<file path="config.mk">
export PLATFORM = sky130hd
export DESIGN_NAME = mqtt_keepalive_rx_engine_flat
export DESIGN_NICKNAME = d
export VERILOG_FILES = /design/src/hdl/kar_pkg.sv /design/src/hdl/kar_if.sv /design/src/hdl/kar_cfg.sv /design/src/hdl/kar_core.sv /design/src/hdl/kar_outq.sv /design/src/hdl/mqtt_keepalive_rx_engine.sv /design/src/flat_wrapper.sv
export VERILOG_INCLUDE_DIRS = /design/src /design/src/hdl
export SDC_FILE = /design/constraint.sdc
export NUM_CORES = 1
export LEC_CHECK = 0
export ABC_CLOCK_PERIOD_IN_PS = 5600
export BUFFER_PORTS_ARGS = -buffer_cell sky130_fd_sc_hd__buf_2
export CAP_MARGIN = 20
export CORE_MARGIN = 2
export CORE_UTILIZATION = 40
export DETAILED_ROUTE_END_ITERATION = 8
export GPL_ROUTABILITY_DRIVEN = 0
export HOLD_SLACK_MARGIN = 0.06
export MAX_ROUTING_LAYER = met4
export SYNTH_ARGS = -nofsm -noshare
export SYNTH_HDL_FRONTEND = slang
export SYNTH_SLANG_ARGS = --single-unit
export TNS_END_PERCENT = 10
</file>
<file path="constraint.sdc">
create_clock -name clk -period 5.6 [get_ports clk]
set_clock_uncertainty 0.1 [all_clocks]
set_input_delay 0 -clock clk [delete_from_list [all_inputs] [get_ports clk]]
set_output_delay 0 -clock clk [all_outputs]
set_load 0.01 [all_outputs]
</file>
<file path="src/hdl/mqtt_keepalive_rx_engine_defines.svh">
// ---------------------------------------------------------------------------
// Assertion macros for the keep-alive receive engine
// Shared forms of the concurrent checks used at the top level.
// ---------------------------------------------------------------------------
`ifndef MQTT_KEEPALIVE_RX_ENGINE_DEFINES_SVH
`define MQTT_KEEPALIVE_RX_ENGINE_DEFINES_SVH

// Consequent must hold in the same cycle as the antecedent
`define KAR_ASSERT_SAME(lbl, clk_s, rst_s, ante, cons) \
  lbl: assert property (@(posedge clk_s) disable iff (!rst_s) (ante) |-> (cons)) \
    else $error("check failed");

// Consequent must hold in the cycle after the antecedent
`define KAR_ASSERT_NEXT(lbl, clk_s, rst_s, ante, cons) \
  lbl: assert property (@(posedge clk_s) disable iff (!rst_s) (ante) |=> (cons)) \
    else $error("check failed");

`endif

</file>
<file path="src/hdl/kar_pkg.sv">
// ---------------------------------------------------------------------------
// kar_pkg
// Types, codes and constants shared by the keep-alive receive engine.
// ---------------------------------------------------------------------------
package kar_pkg;

  // Result kinds
  typedef enum logic [2:0] {
    KIND_IDLE    = 3'd0,
    KIND_TX      = 3'd1,
    KIND_DONE    = 3'd2,
    KIND_TIMEOUT = 3'd3,
    KIND_LENERR  = 3'd4
  } kind_t;

  // Deframer phase
  typedef enum logic [1:0] {
    PH_TYPE = 2'd0,
    PH_LEN  = 2'd1,
    PH_PAY  = 2'd2
  } phase_t;

  // Register indexes (address bit 2)
  localparam logic REG_KEEP_ALIVE = 1'b0;
  localparam logic REG_BUF_SIZE   = 1'b1;

  localparam int          CFG_AW        = 3;
  localparam int          LIMIT_W       = 26;
  localparam int          MS_PER_S      = 1000;
  localparam logic [15:0] KEEP_RST      = 16'd15;
  localparam logic [15:0] BUF_RST       = 16'd256;
  localparam logic [26:0] AGE_MAX       = 27'h7FF_FFFF;
  localparam logic [2:0]  LEN_BYTES_MAX = 3'd4;

  localparam logic [3:0] PT_PINGREQ  = 4'd12;
  localparam logic [3:0] PT_PINGRESP = 4'd13;
  localparam logic [7:0] TX_PINGREQ  = 8'hC0;
  localparam logic [7:0] TX_PINGRESP = 8'hD0;
  localparam logic [7:0] TX_ZERO     = 8'h00;

  localparam int FIFO_DEPTH = 4;
  localparam int FIFO_AW    = 2;
  localparam int FIFO_CW    = 3;

  // Configuration seen by the core
  typedef struct packed {
    logic [LIMIT_W-1:0] limit_ms;
    logic [15:0]        buffer_size;
  } cfg_t;

  // One result beat
  typedef struct packed {
    kind_t       kind;
    logic [7:0]  tx_byte;
    logic [3:0]  packet_type;
    logic [27:0] remaining_length;
    logic [2:0]  length_bytes;
    logic [15:0] stored_length;
    logic        last;
  } res_t;

  // Result queue status
  typedef struct packed {
    logic [FIFO_CW-1:0] count;
    logic               room;
  } q_stat_t;

endpackage

</file>
<file path="src/hdl/kar_if.sv">
// ---------------------------------------------------------------------------
// kar_in_if / kar_out_if
// Valid/ready channels for input items and result beats.
// ---------------------------------------------------------------------------
interface kar_in_if;
  logic       valid;
  logic       ready;
  logic       func;
  logic [7:0] rx_byte;
  logic       link_up;

  modport source(output valid, func, rx_byte, link_up, input ready);
  modport sink(input valid, func, rx_byte, link_up, output ready);
endinterface

interface kar_out_if;
  logic        valid;
  logic        ready;
  logic [2:0]  kind;
  logic [7:0]  tx_byte;
  logic [3:0]  packet_type;
  logic [27:0] remaining_length;
  logic [2:0]  length_bytes;
  logic [15:0] stored_length;
  logic        last;

  modport source(output valid, kind, tx_byte, packet_type, remaining_length,
                 length_bytes, stored_length, last, input ready);
  modport sink(input valid, kind, tx_byte, packet_type, remaining_length,
               length_bytes, stored_length, last, output ready);
endinterface

</file>
<file path="src/hdl/kar_cfg.sv">
// ---------------------------------------------------------------------------
// kar_cfg
// APB register file: keep-alive interval and buffer size, plus the
// keep-alive limit in milliseconds computed on each keep-alive write.
// ---------------------------------------------------------------------------
module kar_cfg (
  input  logic                       clk,
  input  logic                       rst_n,
  input  logic                       psel,
  input  logic                       penable,
  input  logic                       pwrite,
  input  logic [kar_pkg::CFG_AW-1:0] paddr,
  input  logic [31:0]                pwdata,
  output logic [31:0]                prdata,
  output logic                       pready,
  output kar_pkg::cfg_t              cfg
);
  import kar_pkg::*;

  logic [15:0]        keep_r, keep_nxt;
  logic [15:0]        buf_r, buf_nxt;
  logic [LIMIT_W-1:0] limit_r, limit_nxt;
  logic               wr_en;

  assign pready = 1'b1;
  assign wr_en  = psel & penable & pwrite;

  // Decode writes; scale seconds to milliseconds on the way in
  always_comb begin
    keep_nxt  = keep_r;
    buf_nxt   = buf_r;
    limit_nxt = limit_r;
    if (wr_en) begin
      case (paddr[2])
        REG_KEEP_ALIVE: begin
          keep_nxt  = pwdata[15:0];
          limit_nxt = LIMIT_W'(pwdata[15:0]) * LIMIT_W'(MS_PER_S);
        end
        REG_BUF_SIZE: buf_nxt = pwdata[15:0];
        default: ;
      endcase
    end
  end

  always_ff @(posedge clk) begin
    if (!rst_n) begin
      keep_r  <= KEEP_RST;
      buf_r   <= BUF_RST;
      limit_r <= LIMIT_W'(KEEP_RST) * LIMIT_W'(MS_PER_S);
    end else begin
      keep_r  <= keep_nxt;
      buf_r   <= buf_nxt;
      limit_r <= limit_nxt;
    end
  end

  // Read back
  always_comb begin
    case (paddr[2])
      REG_KEEP_ALIVE: prdata = {16'd0, keep_r};
      REG_BUF_SIZE:   prdata = {16'd0, buf_r};
      default:        prdata = 32'd0;
    endcase
  end

  assign cfg.limit_ms    = limit_r;
  assign cfg.buffer_size = buf_r;

endmodule

</file>
<file path="src/hdl/kar_core.sv">
// ---------------------------------------------------------------------------
// kar_core
// Deframer and keep-alive timers: updates state for one accepted item and
// produces up to two result beats for the queue.
// ---------------------------------------------------------------------------
module kar_core (
  input  logic          clk,
  input  logic          rst_n,
  input  logic          acc,
  input  logic          func,
  input  logic [7:0]    rx_byte,
  input  logic          link_up,
  input  kar_pkg::cfg_t cfg,
  output logic [1:0]    push_n,
  output kar_pkg::res_t res0,
  output kar_pkg::res_t res1
);
  import kar_pkg::*;

  phase_t      phase_r, phase_nxt;
  logic [7:0]  header_r, header_nxt;
  logic [27:0] accum_r, accum_nxt;
  logic [2:0]  cnt_r, cnt_nxt;
  logic [27:0] left_r, left_nxt;
  logic [15:0] stored_r, stored_nxt;
  logic [26:0] in_age_r, in_age_nxt;
  logic [26:0] out_age_r, out_age_nxt;
  logic        ping_r, ping_nxt;
  logic [27:0] len_part;
  logic        fin;

  function automatic res_t mk(kind_t k, logic [7:0] tx);
    res_t r;
    r         = '0;
    r.kind    = k;
    r.tx_byte = tx;
    return r;
  endfunction

  // Place the 7 length bits of this byte by its position
  always_comb begin
    case (cnt_r[1:0])
      2'd0:    len_part = {21'd0, rx_byte[6:0]};
      2'd1:    len_part = {14'd0, rx_byte[6:0], 7'd0};
      2'd2:    len_part = {7'd0, rx_byte[6:0], 14'd0};
      default: len_part = {rx_byte[6:0], 21'd0};
    endcase
  end

  // Next state and result beats
  always_comb begin
    phase_nxt   = phase_r;
    header_nxt  = header_r;
    accum_nxt   = accum_r;
    cnt_nxt     = cnt_r;
    left_nxt    = left_r;
    stored_nxt  = stored_r;
    in_age_nxt  = in_age_r;
    out_age_nxt = out_age_r;
    ping_nxt    = ping_r;
    push_n      = 2'd0;
    res0        = '0;
    res1        = '0;
    fin         = 1'b0;

    if (acc) begin
      if (!link_up) phase_nxt = PH_TYPE;
      if (!func) begin
        // Tick: age both timers, check expiry while the link is up
        if (in_age_r != AGE_MAX) in_age_nxt = in_age_r + 27'd1;
        if (out_age_r != AGE_MAX) out_age_nxt = out_age_r + 27'd1;
        if (link_up && ((in_age_nxt > {1'b0, cfg.limit_ms}) ||
                        (out_age_nxt > {1'b0, cfg.limit_ms}))) begin
          if (ping_r) begin
            push_n = 2'd1;
            res0   = mk(KIND_TIMEOUT, TX_ZERO);
          end else begin
            push_n      = 2'd2;
            res0        = mk(KIND_TX, TX_PINGREQ);
            res1        = mk(KIND_TX, TX_ZERO);
            in_age_nxt  = '0;
            out_age_nxt = '0;
            ping_nxt    = 1'b1;
          end
        end
      end else if (link_up) begin
        case (phase_r)
          PH_TYPE: begin
            header_nxt = rx_byte;
            accum_nxt  = '0;
            cnt_nxt    = '0;
            left_nxt   = '0;
            stored_nxt = '0;
            phase_nxt  = PH_LEN;
          end
          PH_LEN: begin
            accum_nxt = accum_r | len_part;
            cnt_nxt   = cnt_r + 3'd1;
            if (rx_byte[7]) begin
              // Continuation past the fourth byte is malformed
              if (cnt_nxt >= LEN_BYTES_MAX) begin
                phase_nxt = PH_TYPE;
                push_n    = 2'd1;
                res0      = mk(KIND_LENERR, TX_ZERO);
              end
            end else begin
              stored_nxt = {13'd0, cnt_nxt} + 16'd1;
              if (accum_nxt == '0) begin
                fin = 1'b1;
              end else begin
                left_nxt  = accum_nxt;
                phase_nxt = PH_PAY;
              end
            end
          end
          PH_PAY: begin
            if (stored_r < cfg.buffer_size) stored_nxt = stored_r + 16'd1;
            if (left_r != '0) left_nxt = left_r - 28'd1;
            if (left_nxt == '0) fin = 1'b1;
          end
          default: phase_nxt = PH_TYPE;
        endcase
      end

      // Packet complete: answer PINGREQ, clear ping on PINGRESP
      if (fin) begin
        phase_nxt  = PH_TYPE;
        in_age_nxt = '0;
        if (header_r[7:4] == PT_PINGREQ) begin
          push_n      = 2'd2;
          res0        = mk(KIND_TX, TX_PINGRESP);
          res1        = mk(KIND_TX, TX_ZERO);
          out_age_nxt = '0;
        end else begin
          if (header_r[7:4] == PT_PINGRESP) ping_nxt = 1'b0;
          push_n                = 2'd1;
          res0                  = mk(KIND_DONE, TX_ZERO);
          res0.packet_type      = header_r[7:4];
          res0.remaining_length = accum_nxt;
          res0.length_bytes     = cnt_nxt;
          res0.stored_length    = stored_nxt;
        end
      end

      // Flag the final beat of this item
      if (push_n == 2'd1) res0.last = 1'b1;
      if (push_n == 2'd2) res1.last = 1'b1;
    end
  end

  always_ff @(posedge clk) begin
    if (!rst_n) begin
      phase_r   <= PH_TYPE;
      header_r  <= '0;
      accum_r   <= '0;
      cnt_r     <= '0;
      left_r    <= '0;
      stored_r  <= '0;
      in_age_r  <= '0;
      out_age_r <= '0;
      ping_r    <= 1'b0;
    end else begin
      phase_r   <= phase_nxt;
      header_r  <= header_nxt;
      accum_r   <= accum_nxt;
      cnt_r     <= cnt_nxt;
      left_r    <= left_nxt;
      stored_r  <= stored_nxt;
      in_age_r  <= in_age_nxt;
      out_age_r <= out_age_nxt;
      ping_r    <= ping_nxt;
    end
  end

endmodule

</file>
<file path="src/hdl/kar_outq.sv">
// ---------------------------------------------------------------------------
// kar_outq
// Four-entry result queue: takes zero to two beats per cycle, hands out one per cycle while out_ready is high.
// ---------------------------------------------------------------------------
module kar_outq (
  input  logic             clk,
  input  logic             rst_n,
  input  logic [1:0]       push_n,
  input  kar_pkg::res_t    res0,
  input  kar_pkg::res_t    res1,
  output kar_pkg::res_t    out_data,
  output logic             out_valid,
  input  logic             out_ready,
  output kar_pkg::q_stat_t stat
);
  import kar_pkg::*;

  res_t               mem_r [FIFO_DEPTH];
  logic [FIFO_AW-1:0] wr_r, wr_nxt;
  logic [FIFO_AW-1:0] rd_r, rd_nxt;
  logic [FIFO_CW-1:0] count_r, count_nxt;
  logic               pop;

  assign out_valid = (count_r != '0);
  assign pop       = out_valid & out_ready;
  assign out_data  = mem_r[rd_r];

  // Advance pointers and occupancy
  always_comb begin
    wr_nxt    = wr_r + FIFO_AW'(push_n);
    rd_nxt    = rd_r + FIFO_AW'(pop);
    count_nxt = count_r + FIFO_CW'(push_n) - FIFO_CW'(pop);
  end

  always_ff @(posedge clk) begin
    if (!rst_n) begin
      wr_r    <= '0;
      rd_r    <= '0;
      count_r <= '0;
    end else begin
      wr_r    <= wr_nxt;
      rd_r    <= rd_nxt;
      count_r <= count_nxt;
    end
  end

  // Store beats
  always_ff @(posedge clk) begin
    if (push_n != 2'd0) mem_r[wr_r] <= res0;
    if (push_n == 2'd2) mem_r[wr_r + FIFO_AW'(1)] <= res1;
  end

  // Room for two more beats regardless of the output side
  assign stat.count = count_r;
  assign stat.room  = (count_r <= FIFO_CW'(FIFO_DEPTH - 2));

endmodule

</file>
<file path="src/hdl/mqtt_keepalive_rx_engine.sv">
// ---------------------------------------------------------------------------
// mqtt_keepalive_rx_engine
// Receive deframer and keep-alive timer of an MQTT client.
// ---------------------------------------------------------------------------
// Usage:
//   in_ch carries one beat per received byte (func 1) or per 1 ms tick
//   (func 0), each with the current link_up flag. out_ch returns result beats:
//   bytes to transmit (PINGRESP D0 00, PINGREQ C0 00), packet completions,
//   keep-alive timeouts and length errors; last marks the final beat of an
//   input beat. The cfg_ APB port sets keep_alive_s and buffer_size; write it
//   only while the block is idle.
//   An input beat updates state at its accept edge, where its result beats
//   are also written into the result queue.
//   Throughput: one input beat per cycle while out_ch takes a beat per cycle;
//   beats producing two results are paced by the four-entry result queue,
//   which accepts input while it has room for two.
//   Reset: rst_n clears deframer state, timers, pending ping and the queue;
//   registers return to 15 s and 256 bytes.
//   Stall: while out_ch.ready is low beats collect in the queue and in_ch.ready
//   drops once fewer than two entries are free.
// ---------------------------------------------------------------------------
module mqtt_keepalive_rx_engine (
  input  logic                       clk,
  input  logic                       rst_n,
  kar_in_if.sink                     in_ch,
  kar_out_if.source                  out_ch,
  input  logic                       cfg_psel,
  input  logic                       cfg_penable,
  input  logic                       cfg_pwrite,
  input  logic [kar_pkg::CFG_AW-1:0] cfg_paddr,
  input  logic [31:0]                cfg_pwdata,
  output logic [31:0]                cfg_prdata,
  output logic                       cfg_pready
);
  import kar_pkg::*;

`include "mqtt_keepalive_rx_engine_defines.svh"

  cfg_t       cfg;
  q_stat_t    q_stat;
  res_t       res0, res1, out_data;
  logic [1:0] push_n;
  logic       in_acc;
  logic       out_pop;

  assign in_ch.ready = q_stat.room;
  assign in_acc      = in_ch.valid & in_ch.ready;
  assign out_pop     = out_ch.valid & out_ch.ready;

  kar_cfg u_cfg (
    .clk     (clk),
    .rst_n   (rst_n),
    .psel    (cfg_psel),
    .penable (cfg_penable),
    .pwrite  (cfg_pwrite),
    .paddr   (cfg_paddr),
    .pwdata  (cfg_pwdata),
    .prdata  (cfg_prdata),
    .pready  (cfg_pready),
    .cfg     (cfg)
  );

  kar_core u_core (
    .clk     (clk),
    .rst_n   (rst_n),
    .acc     (in_acc),
    .func    (in_ch.func),
    .rx_byte (in_ch.rx_byte),
    .link_up (in_ch.link_up),
    .cfg     (cfg),
    .push_n  (push_n),
    .res0    (res0),
    .res1    (res1)
  );

  kar_outq u_outq (
    .clk       (clk),
    .rst_n     (rst_n),
    .push_n    (push_n),
    .res0      (res0),
    .res1      (res1),
    .out_data  (out_data),
    .out_valid (out_ch.valid),
    .out_ready (out_ch.ready),
    .stat      (q_stat)
  );

  // Drive result beat fields
  assign out_ch.kind             = 3'(out_data.kind);
  assign out_ch.tx_byte          = out_data.tx_byte;
  assign out_ch.packet_type      = out_data.packet_type;
  assign out_ch.remaining_length = out_data.remaining_length;
  assign out_ch.length_bytes     = out_data.length_bytes;
  assign out_ch.stored_length    = out_data.stored_length;
  assign out_ch.last             = out_data.last;

  // Completions, timeouts and length errors are always single beats
  `KAR_ASSERT_SAME(a_single_last, clk, rst_n, out_pop && (out_ch.kind != 3'(KIND_TX)), out_ch.last)
  // First byte of a ping pair is never the final beat
  `KAR_ASSERT_SAME(a_pair_first, clk, rst_n, out_pop && (out_ch.kind == 3'(KIND_TX)) && ((out_ch.tx_byte == TX_PINGREQ) || (out_ch.tx_byte == TX_PINGRESP)), !out_ch.last)
  // Queue never overfills
  `KAR_ASSERT_SAME(a_q_bound, clk, rst_n, 1'b1, q_stat.count <= FIFO_CW'(FIFO_DEPTH))
  // Pop with no accept drains exactly one entry
  `KAR_ASSERT_NEXT(a_q_drain, clk, rst_n, !in_acc && out_pop, q_stat.count == $past(q_stat.count) - FIFO_CW'(1))

endmodule
</file>
<file path="src/flat_wrapper.sv">
// flat-port wrapper written by rule: the top's interface ports become plain ports
module mqtt_keepalive_rx_engine_flat import kar_pkg::*;
  (clk, rst_n, cfg_psel, cfg_penable, cfg_pwrite, cfg_paddr, cfg_pwdata, cfg_prdata, cfg_pready, in_ch_valid, in_ch_func, in_ch_rx_byte, in_ch_link_up, in_ch_ready, out_ch_valid, out_ch_kind, out_ch_tx_byte, out_ch_packet_type, out_ch_remaining_length, out_ch_length_bytes, out_ch_stored_length, out_ch_last, out_ch_ready);
  kar_in_if in_ch_i ();
  kar_out_if out_ch_i ();
  input  logic clk;
  input  logic rst_n;
  input  logic cfg_psel;
  input  logic cfg_penable;
  input  logic cfg_pwrite;
  input  logic [kar_pkg::CFG_AW-1:0] cfg_paddr;
  input  logic [31:0] cfg_pwdata;
  output logic [31:0] cfg_prdata;
  output logic cfg_pready;
  input wire logic [$bits(in_ch_i.valid)-1:0] in_ch_valid;
  input wire logic [$bits(in_ch_i.func)-1:0] in_ch_func;
  input wire logic [$bits(in_ch_i.rx_byte)-1:0] in_ch_rx_byte;
  input wire logic [$bits(in_ch_i.link_up)-1:0] in_ch_link_up;
  output wire logic [$bits(in_ch_i.ready)-1:0] in_ch_ready;
  output wire logic [$bits(out_ch_i.valid)-1:0] out_ch_valid;
  output wire logic [$bits(out_ch_i.kind)-1:0] out_ch_kind;
  output wire logic [$bits(out_ch_i.tx_byte)-1:0] out_ch_tx_byte;
  output wire logic [$bits(out_ch_i.packet_type)-1:0] out_ch_packet_type;
  output wire logic [$bits(out_ch_i.remaining_length)-1:0] out_ch_remaining_length;
  output wire logic [$bits(out_ch_i.length_bytes)-1:0] out_ch_length_bytes;
  output wire logic [$bits(out_ch_i.stored_length)-1:0] out_ch_stored_length;
  output wire logic [$bits(out_ch_i.last)-1:0] out_ch_last;
  input wire logic [$bits(out_ch_i.ready)-1:0] out_ch_ready;
  assign in_ch_i.valid = in_ch_valid;
  assign in_ch_i.func = in_ch_func;
  assign in_ch_i.rx_byte = in_ch_rx_byte;
  assign in_ch_i.link_up = in_ch_link_up;
  assign in_ch_ready = in_ch_i.ready;
  assign out_ch_valid = out_ch_i.valid;
  assign out_ch_kind = out_ch_i.kind;
  assign out_ch_tx_byte = out_ch_i.tx_byte;
  assign out_ch_packet_type = out_ch_i.packet_type;
  assign out_ch_remaining_length = out_ch_i.remaining_length;
  assign out_ch_length_bytes = out_ch_i.length_bytes;
  assign out_ch_stored_length = out_ch_i.stored_length;
  assign out_ch_last = out_ch_i.last;
  assign out_ch_i.ready = out_ch_ready;
  mqtt_keepalive_rx_engine u_core (.clk(clk), .rst_n(rst_n), .in_ch(in_ch_i), .out_ch(out_ch_i), .cfg_psel(cfg_psel), .cfg_penable(cfg_penable), .cfg_pwrite(cfg_pwrite), .cfg_paddr(cfg_paddr), .cfg_pwdata(cfg_pwdata), .cfg_prdata(cfg_prdata), .cfg_pready(cfg_pready));
endmodule
</file>
# --- After elaboration in Yosys (flattened, before gate mapping) ---
# Memories as Yosys holds them, arrays and structs flattened. A register that Yosys moved wholly into a read port is not among the register bits.
# Cells that the tools add are included.
totals:
  word_cells: 158
  mem_bits_rw: 252
  input_bits: 52
  regBits: 202
  n_memories: 1
memory_table:
  columns: ["name", "depth", "word_bits", "read_ports", "rd_ports_with_merged_regs", "write_ports", "line_no", "source"]
  rows:
  - ["u_core.u_outq.mem_r", 4, 63, 1, 1, 2, "kar_outq.sv:18", "res_t mem_r [FIFO_DEPTH];"]
op_classes:
  eq_ne: 14
  n_mux: 90
  n_reduce_logical: 15
  n_mul: 1
  n_addsub: 11
  bitwise_logic: 6
  n_lt_le_gt_ge: 5
op_table:
  columns: ["op", "count"]
  rows:
  - ["$mux W63", 10]
  - ["$mux W27", 15]
  - ["$mux W28", 9]
  - ["$mux W62", 3]
  - ["$mux W61", 3]
  - ["$pmux W28 S3", 2]
  - ["$mux W16", 4]
  - ["$pmux W32 S2", 1]
  - ["$logic_not A28 Y1", 2]
  - ["$pmux W28 S2", 1]
  - ["$add A27 B1 Y27 const B", 2]
  - ["$gt A27 B26 Y1", 2]
  - ["$ne A27 B27 Y1 const B", 2]
  - ["$pmux W16 S3", 1]
  - ["$mux W2", 15]
  - ["$or A28 B28 Y28", 1]
  - ["$reduce_bool A28 Y1", 1]
  - ["$sub A28 B1 Y28 const B", 1]
  - ["$mul A16 B7 Y23 const B", 1]
  - ["$mux W1", 21]
  - ["$add A16 B1 Y16 const B", 1]
  - ["$lt A16 B16 Y1", 1]
  - ["$eq A2 B2 Y1 const B", 4]
  - ["$eq A4 B4 Y1 const B", 2]
  - ["26 further kinds", 37]

# --- Longest topological paths before layout ---
logic_depth:
  word_depth: 18
  ltp_mapped: 27
  ltp_nobuf: 26

# --- Hierarchy ---
# From an unflattened synthesis, not the netlist that was laid out.
unflattened:
  hier_cells: 2801
  hier_area_um2: 29975.0
by_module_without_submodules:
  columns: ["mod", "cells_per_inst", "area_each_um2", "instances"]
  rows:
  - ["kar_outq", 654, 13417.9, 1]
  - ["kar_core", 1585, 11518.5, 1]
  - ["kar_cfg", 561, 5032.3, 1]
  - ["mqtt_keepalive_rx_engine", 1, 6.3, 1]

# --- Least setup slack after synthesis ---
# No wires, ideal clock.
synth_timing:
  kind: "register -> register"
  startpoint: "reg u_core.u_core.in_age_r[17]"
  endpoint: "reg u_core.u_outq.count_r[2]"
  required_time_ns: 5.372
  path_slack_ns: -0.242
  stages_incl_launch_ff: 25
  t_arrival_ns: 5.615
  period_less_slack_ns: 5.842
  cell_sequence: "dfxtp_1 nand4_1 or4_1 nor4_1 a21o_1 nor2_1 nand4_1 xnor2_1 ha_1 nand4_1 or2_2 a2111oi_0 o41ai_1 a31oi_1 o211a_1 nand2_1 a31oi_4 inv_2 buf_4 buf_6 ha_1 fa_1 xnor2_1 xnor2_1 nor2_1"
synth_via:
  elab_chain_len: 14
  elab_cells_between_ends: 15
  cone_classes: "add/sub: 3; order compare: 1; eq/ne: 1; mux: 8; reduce/logical: 2"
synth_rtl:
  columns: ["item", "line_no", "source"]
  rows:
  - ["start, declared", "kar_core.sv:26", "logic [26:0] in_age_r, in_age_nxt;"]
  - ["start signal, assigned", "kar_core.sv:169", "in_age_r <= in_age_nxt;"]
  - ["$add A27 B1 Y27 / $ne A27 B27 Y1 (equally long branches)", "kar_core.sv:70", "if (in_age_r != AGE_MAX) in_age_nxt = in_age_r + 27'd1;"]
  - ["$mux W27 (*)", "kar_core.sv:70", null]
  - ["$mux W27 (*)", "kar_core.sv:68", "if (!func) begin"]
  - ["$mux W27 (*)", "kar_core.sv:66", "if (acc) begin"]
  - ["$gt A27 B26 Y1 (*)", "kar_core.sv:72", "if (link_up && ((in_age_nxt > {1'b0, cfg.limit_ms}) ||"]
  - ["$logic_or A1 B1 Y1 (*)", "kar_core.sv:72", null]
  - ["$logic_and A1 B1 Y1 (*)", "kar_core.sv:72", null]
  - ["$mux W2 (*)", "kar_core.sv:72", null]
  - ["$mux W2 (*)", "kar_core.sv:68", null]
  - ["$mux W2 (*)", "kar_core.sv:126", "if (fin) begin"]
  - ["$mux W2 (*) (2 in series)", "kar_core.sv:66", null]
  - ["$add A3 B2 Y3 (*)", "kar_outq.sv:32", "count_nxt = count_r + FIFO_CW'(push_n) - FIFO_CW'(pop);"]
  - ["$sub A3 B1 Y3 (*)", "kar_outq.sv:32", null]
  - ["end signal, assigned", "kar_outq.sv:43", "count_r <= count_nxt;"]
  - ["end, declared", "kar_outq.sv:21", "logic [FIFO_CW-1:0] count_r, count_nxt;"]
# Every way passes the cells marked *; elsewhere a longest branch is shown, timed or not. The select of a mux whose other input is x is not followed.
# A chain may end at the register's enable or synchronous reset.

# --- Final worst setup path ---
layout_timing:
  startpoint: "reg u_core.u_core.in_age_r[13]"
  endpoint: "reg u_core.u_outq.count_r[2]"
# Same word-level chain as after synthesis.

==> results.toml <==
[power]
powerDensity_nw_per_um2 = 300.1
p_sw_share_pct = 31.45
finalPower_mw = 8.596
seqPwrFrac_pct = 37.4
power_frac_comb_pct = 24.7
cellLeakagePower_nw = 10.92
ir_drop_mv = 0.2399
intPower_mw = 5.893
pwr-share-clk_pct = 37.9
switching_power_mw = 2.704

[cts]
cts_sinks = 424
cts_root_buf = "clkbuf_16"
clkTransAtPathRegs_ns = 0.06
clockBufferDepth = 3
insertion_delay_ns = 0.60
cts_buffers = 48
cts_max_level = 2
cts_tree = "done"

[global_route]
grtUsageMet3_pct = 2.858
grt_use_total_pct = 23.99
grt.overflow.total = 0
grt_pass1_wl_mm = 121.4
grt_pass1_vias = 22120
grt_use_met1_pct = 31.55
grt_max_degree = 118
grtUsageMet2_pct = 38.71
top_usage_layer = "met2"
antenna_found_initial = 3

[final_layout]
final_common_cell = "dfxtp_1"
fillers = 5868
layout.nets = 3133
syn_to_final_growth_pct = 15.13
drive_gt1_share_pct = 14.91
layoutNonFillerInstCount = 3770
fin_util_pct = 46.50
layout_common_cells = "406 x dfxtp_1, 332 x nand2_1, 189 x o21ai_0"

[timing]
hold_slack_ns = 0.1351
post-route-period-util_pct = 95.48
final-hold-violation-count = 0
worst_pin_slew_ns = 1.052
tns_ns = 0
fmax_mhz = 187.0
fin_crit_ns = 5.347
finalSetupViolCount = 0
slew_headroom_pct = 28.98
slew_violations = 0

[synthesis]
syn_inst = 2788
yosys_register_bits = 424
postSynthAreaPerCell_um2 = 8.924
synth_edf_count = 8
synth_cell_types = 89
synth_flop_cell = "dfxtp_1"
yosysSeqAreaShare_pct = 34.44
netlist_area_um2 = 24880
ys_async_sr_fraction_pct = 0
yosys_warnings = 0

[placed_design]
dp_hpwl_mm = 51.03
port_buffers = 109
placed_cells = 3631

[setup_path]
reg2reg_to = "u_core.u_outq.count_r[2]$_SDFF_PN0_"
cp-start-kind = "flip-flop"
r2r_cells = 23
crit_arrival_ns = 5.69
crit_slowest_cell = "fa_1"
cp_slowest_stage_delay_ns = 0.47
end_kind = "flip-flop"
critPathKind = "reg -> reg"
path_cells = "and4_4, nand4_1, nor4_2, nand4_1, nand3_2, buf_4, nor4_2, buf_4, xor2_1, ha_1, nand4_1, nor4_4, o41ai_1, a31oi_2, o211a_1, nand2_2, a31oi_4, clkinv_2, ha_1, fa_1, xnor2_2, xnor2_1, nor2_1"
path_max_fanout = 3
required_ns = 5.94
r2r_start = "u_core.u_core.in_age_r[13]$_SDFFE_PN0P_"
cp_common_cell = "nand4_1"
regToRegSetupSlack_ns = 0.25

[routing]
drtIter0Drc = 2015
drc = 0
vias = 22610
first_pass_iters = 6
via_per_inst = 5.998
wl_per_cell_um = 20.18
wirelength_mm = 76.08
ant_nets = 0

[floorplanning]
io-pin-count = 150
die-height_um = 253.4
initial_core_util_pct = 40.39
die_area_um2 = 64210
core_um2 = 61600
fp-row-count = 91
die_w_um = 253.4

[hold_path]
whs_endpoint = "u_core.u_cfg.buf_r[6]$_SDFFE_PN0P_"
worst_hold_path_type = "in -> reg"
hold_depth = 4
hp-start = "cfg_pwrite"

[outcome]
status = "complete, no violations"

[run]
drv_cap = 0
==> through the flow <==
stage / area (um2) / setup slack [ns]
2_1_floorplan: 24980 / 0.01297
3_3_place_gp: 26390 / 0.1856
3_5_place_dp: 26390 / 0.09408
4_1_cts: 28460 / 0.03686
5_1_grt: 28650 / -0.01745
6_report: 28650 / 0.2531
==> area by class of cell <==
type | count | area [um2] | share of cell area [%]
antenna | 3 | 7.507 | 0.02621
clock buffer | 64 | 1361 | 4.752
clock inverter | 21 | 250.2 | 0.8736
inverter | 105 | 397.9 | 1.389
multi-input combinational | 2067 | 15210 | 53.09
sequential | 424 | 8583 | 29.96
tap | 837 | 1047 | 3.656
timing repair buffer | 249 | 1790 | 6.251
==> power by group through the flow <==
| stage | sequential [mW] | clock [mW] | combinational (mW) |
|---|---|---|---|
| 2_1_floorplan | 3.17 | 0 | 1.68 |
| 3_3_place_gp | 3.28 | 0 | 2.04 |
| 3_5_place_dp | 3.29 | 0 | 2.06 |
| 4_1_cts | 3.22 | 3.31 | 2.10 |
| 5_1_grt | 3.23 | 3.43 | 2.38 |
| 6_report | 3.22 | 3.26 | 2.12 |
==> flip-flops by register name, summed over array words and instances, names as in the netlist <==
| name | cells |
|---|---|
| u_core.u_outq.count_r | 3 |
| u_core.u_cfg.keep_r | 16 |
| u_core.u_cfg.limit_r | 21 |
| u_core.u_outq.rd_r | 2 |
| u_core.u_core.header_r | 4 |
| u_core.u_outq.wr_r | 2 |
| u_core.u_core.cnt_r | 3 |
| u_core.u_core.ping_r | 1 |
| u_core.u_core.stored_r | 16 |
| u_core.u_core.accum_r | 28 |
| u_core.u_core.in_age_r | 27 |
| u_core.u_outq.mem_r | 228 |
| u_core.u_core.phase_r | 2 |
| u_core.u_core.out_age_r | 27 |
| u_core.u_core.left_r | 28 |
| u_core.u_cfg.buf_r | 16 |
==> Yosys cell counts (37+ instances only) <==
cell      number  area (um2)
ha_1         131        1639
mux4_2        57        1284
nand4_1       39       244.0
nor2_1       184       690.7
a22o_1        94       823.3
fa_1          55        1101
nand3_1       65       325.3
a32oi_1       44       385.4
nand2_1      334        1254
a32o_1        42       420.4
dfxtp_1      416        8328
o21ai_0      189       945.9
xnor2_1       50       437.9
inv_1        103       386.6
nor3_1        37       185.2
a22oi_1      115       863.3
clkbuf_1     146       548.0
a21oi_1      170       850.8
==> timing repair <==
item | 4_1_cts | 5_1_grt
hold buffers | 45 | 1
gates resized for setup | 0 | 33
hold endpoints to repair | 181 | 2
buffers inserted | 0 | 4
setup endpoints to repair | 0 | 155
==> how the worst max path moves through the flow <==
stage / cells past startpoint / slack, ns / from / end
6_report: 23 / 0.25 / u_core.u_core.in_age_r[13]$_SDFFE_PN0P_ / u_core.u_outq.count_r[2]$_SDFF_PN0_
5_1_grt: 23 / -0.02 / u_core.u_core.out_age_r[1]$_SDFFE_PN0P_ / u_core.u_outq.count_r[2]$_SDFF_PN0_
4_1_cts: 24 / 0.04 / u_core.u_core.in_age_r[5]$_SDFFE_PN0P_ / u_core.u_outq.count_r[2]$_SDFF_PN0_
3_5_place_dp: 24 / 0.09 / u_core.u_core.in_age_r[5]$_SDFFE_PN0P_ / u_core.u_outq.count_r[2]$_SDFF_PN0_
3_3_place_gp: 22 / 0.19 / u_core.u_core.in_age_r[20]$_SDFFE_PN0P_ / u_core.u_outq.count_r[2]$_SDFF_PN0_
2_1_floorplan: 24 / 0.01 / u_core.u_core.in_age_r[18]$_SDFFE_PN0P_ / u_core.u_outq.count_r[2]$_SDFF_PN0_
==> cell families after synthesis <==
family	count (synthesis)	synth area share [%]
compound gates	853	23.67
xor+xnor	80	2.816
fa+ha+maj	186	11.01
buf+inv	317	5.507
flops	424	34.44
mux	78	6.085
other cells	2	0.03018
simple gates	848	16.44
==> critical path: cells and delay by family (launching register included) <==
family,cells,cell delay (ns)
AOI/OAI and AO/OA,4,0.96
xor gates and xnor gates,3,0.46
and+or+nand+nor,10,1.84
adders and majority gates,3,1.08
DFF,1,0.37
buffers and inverters,3,0.39
==> metal layers <==
layer	part of all wire (%)	up-vias
met5	0	-
met4	2.6	0
met3	6.5	129
met2	47	851
met1	44	11140
li1	-	10500
No activity file was read; power rests on OpenSTA's default activity.
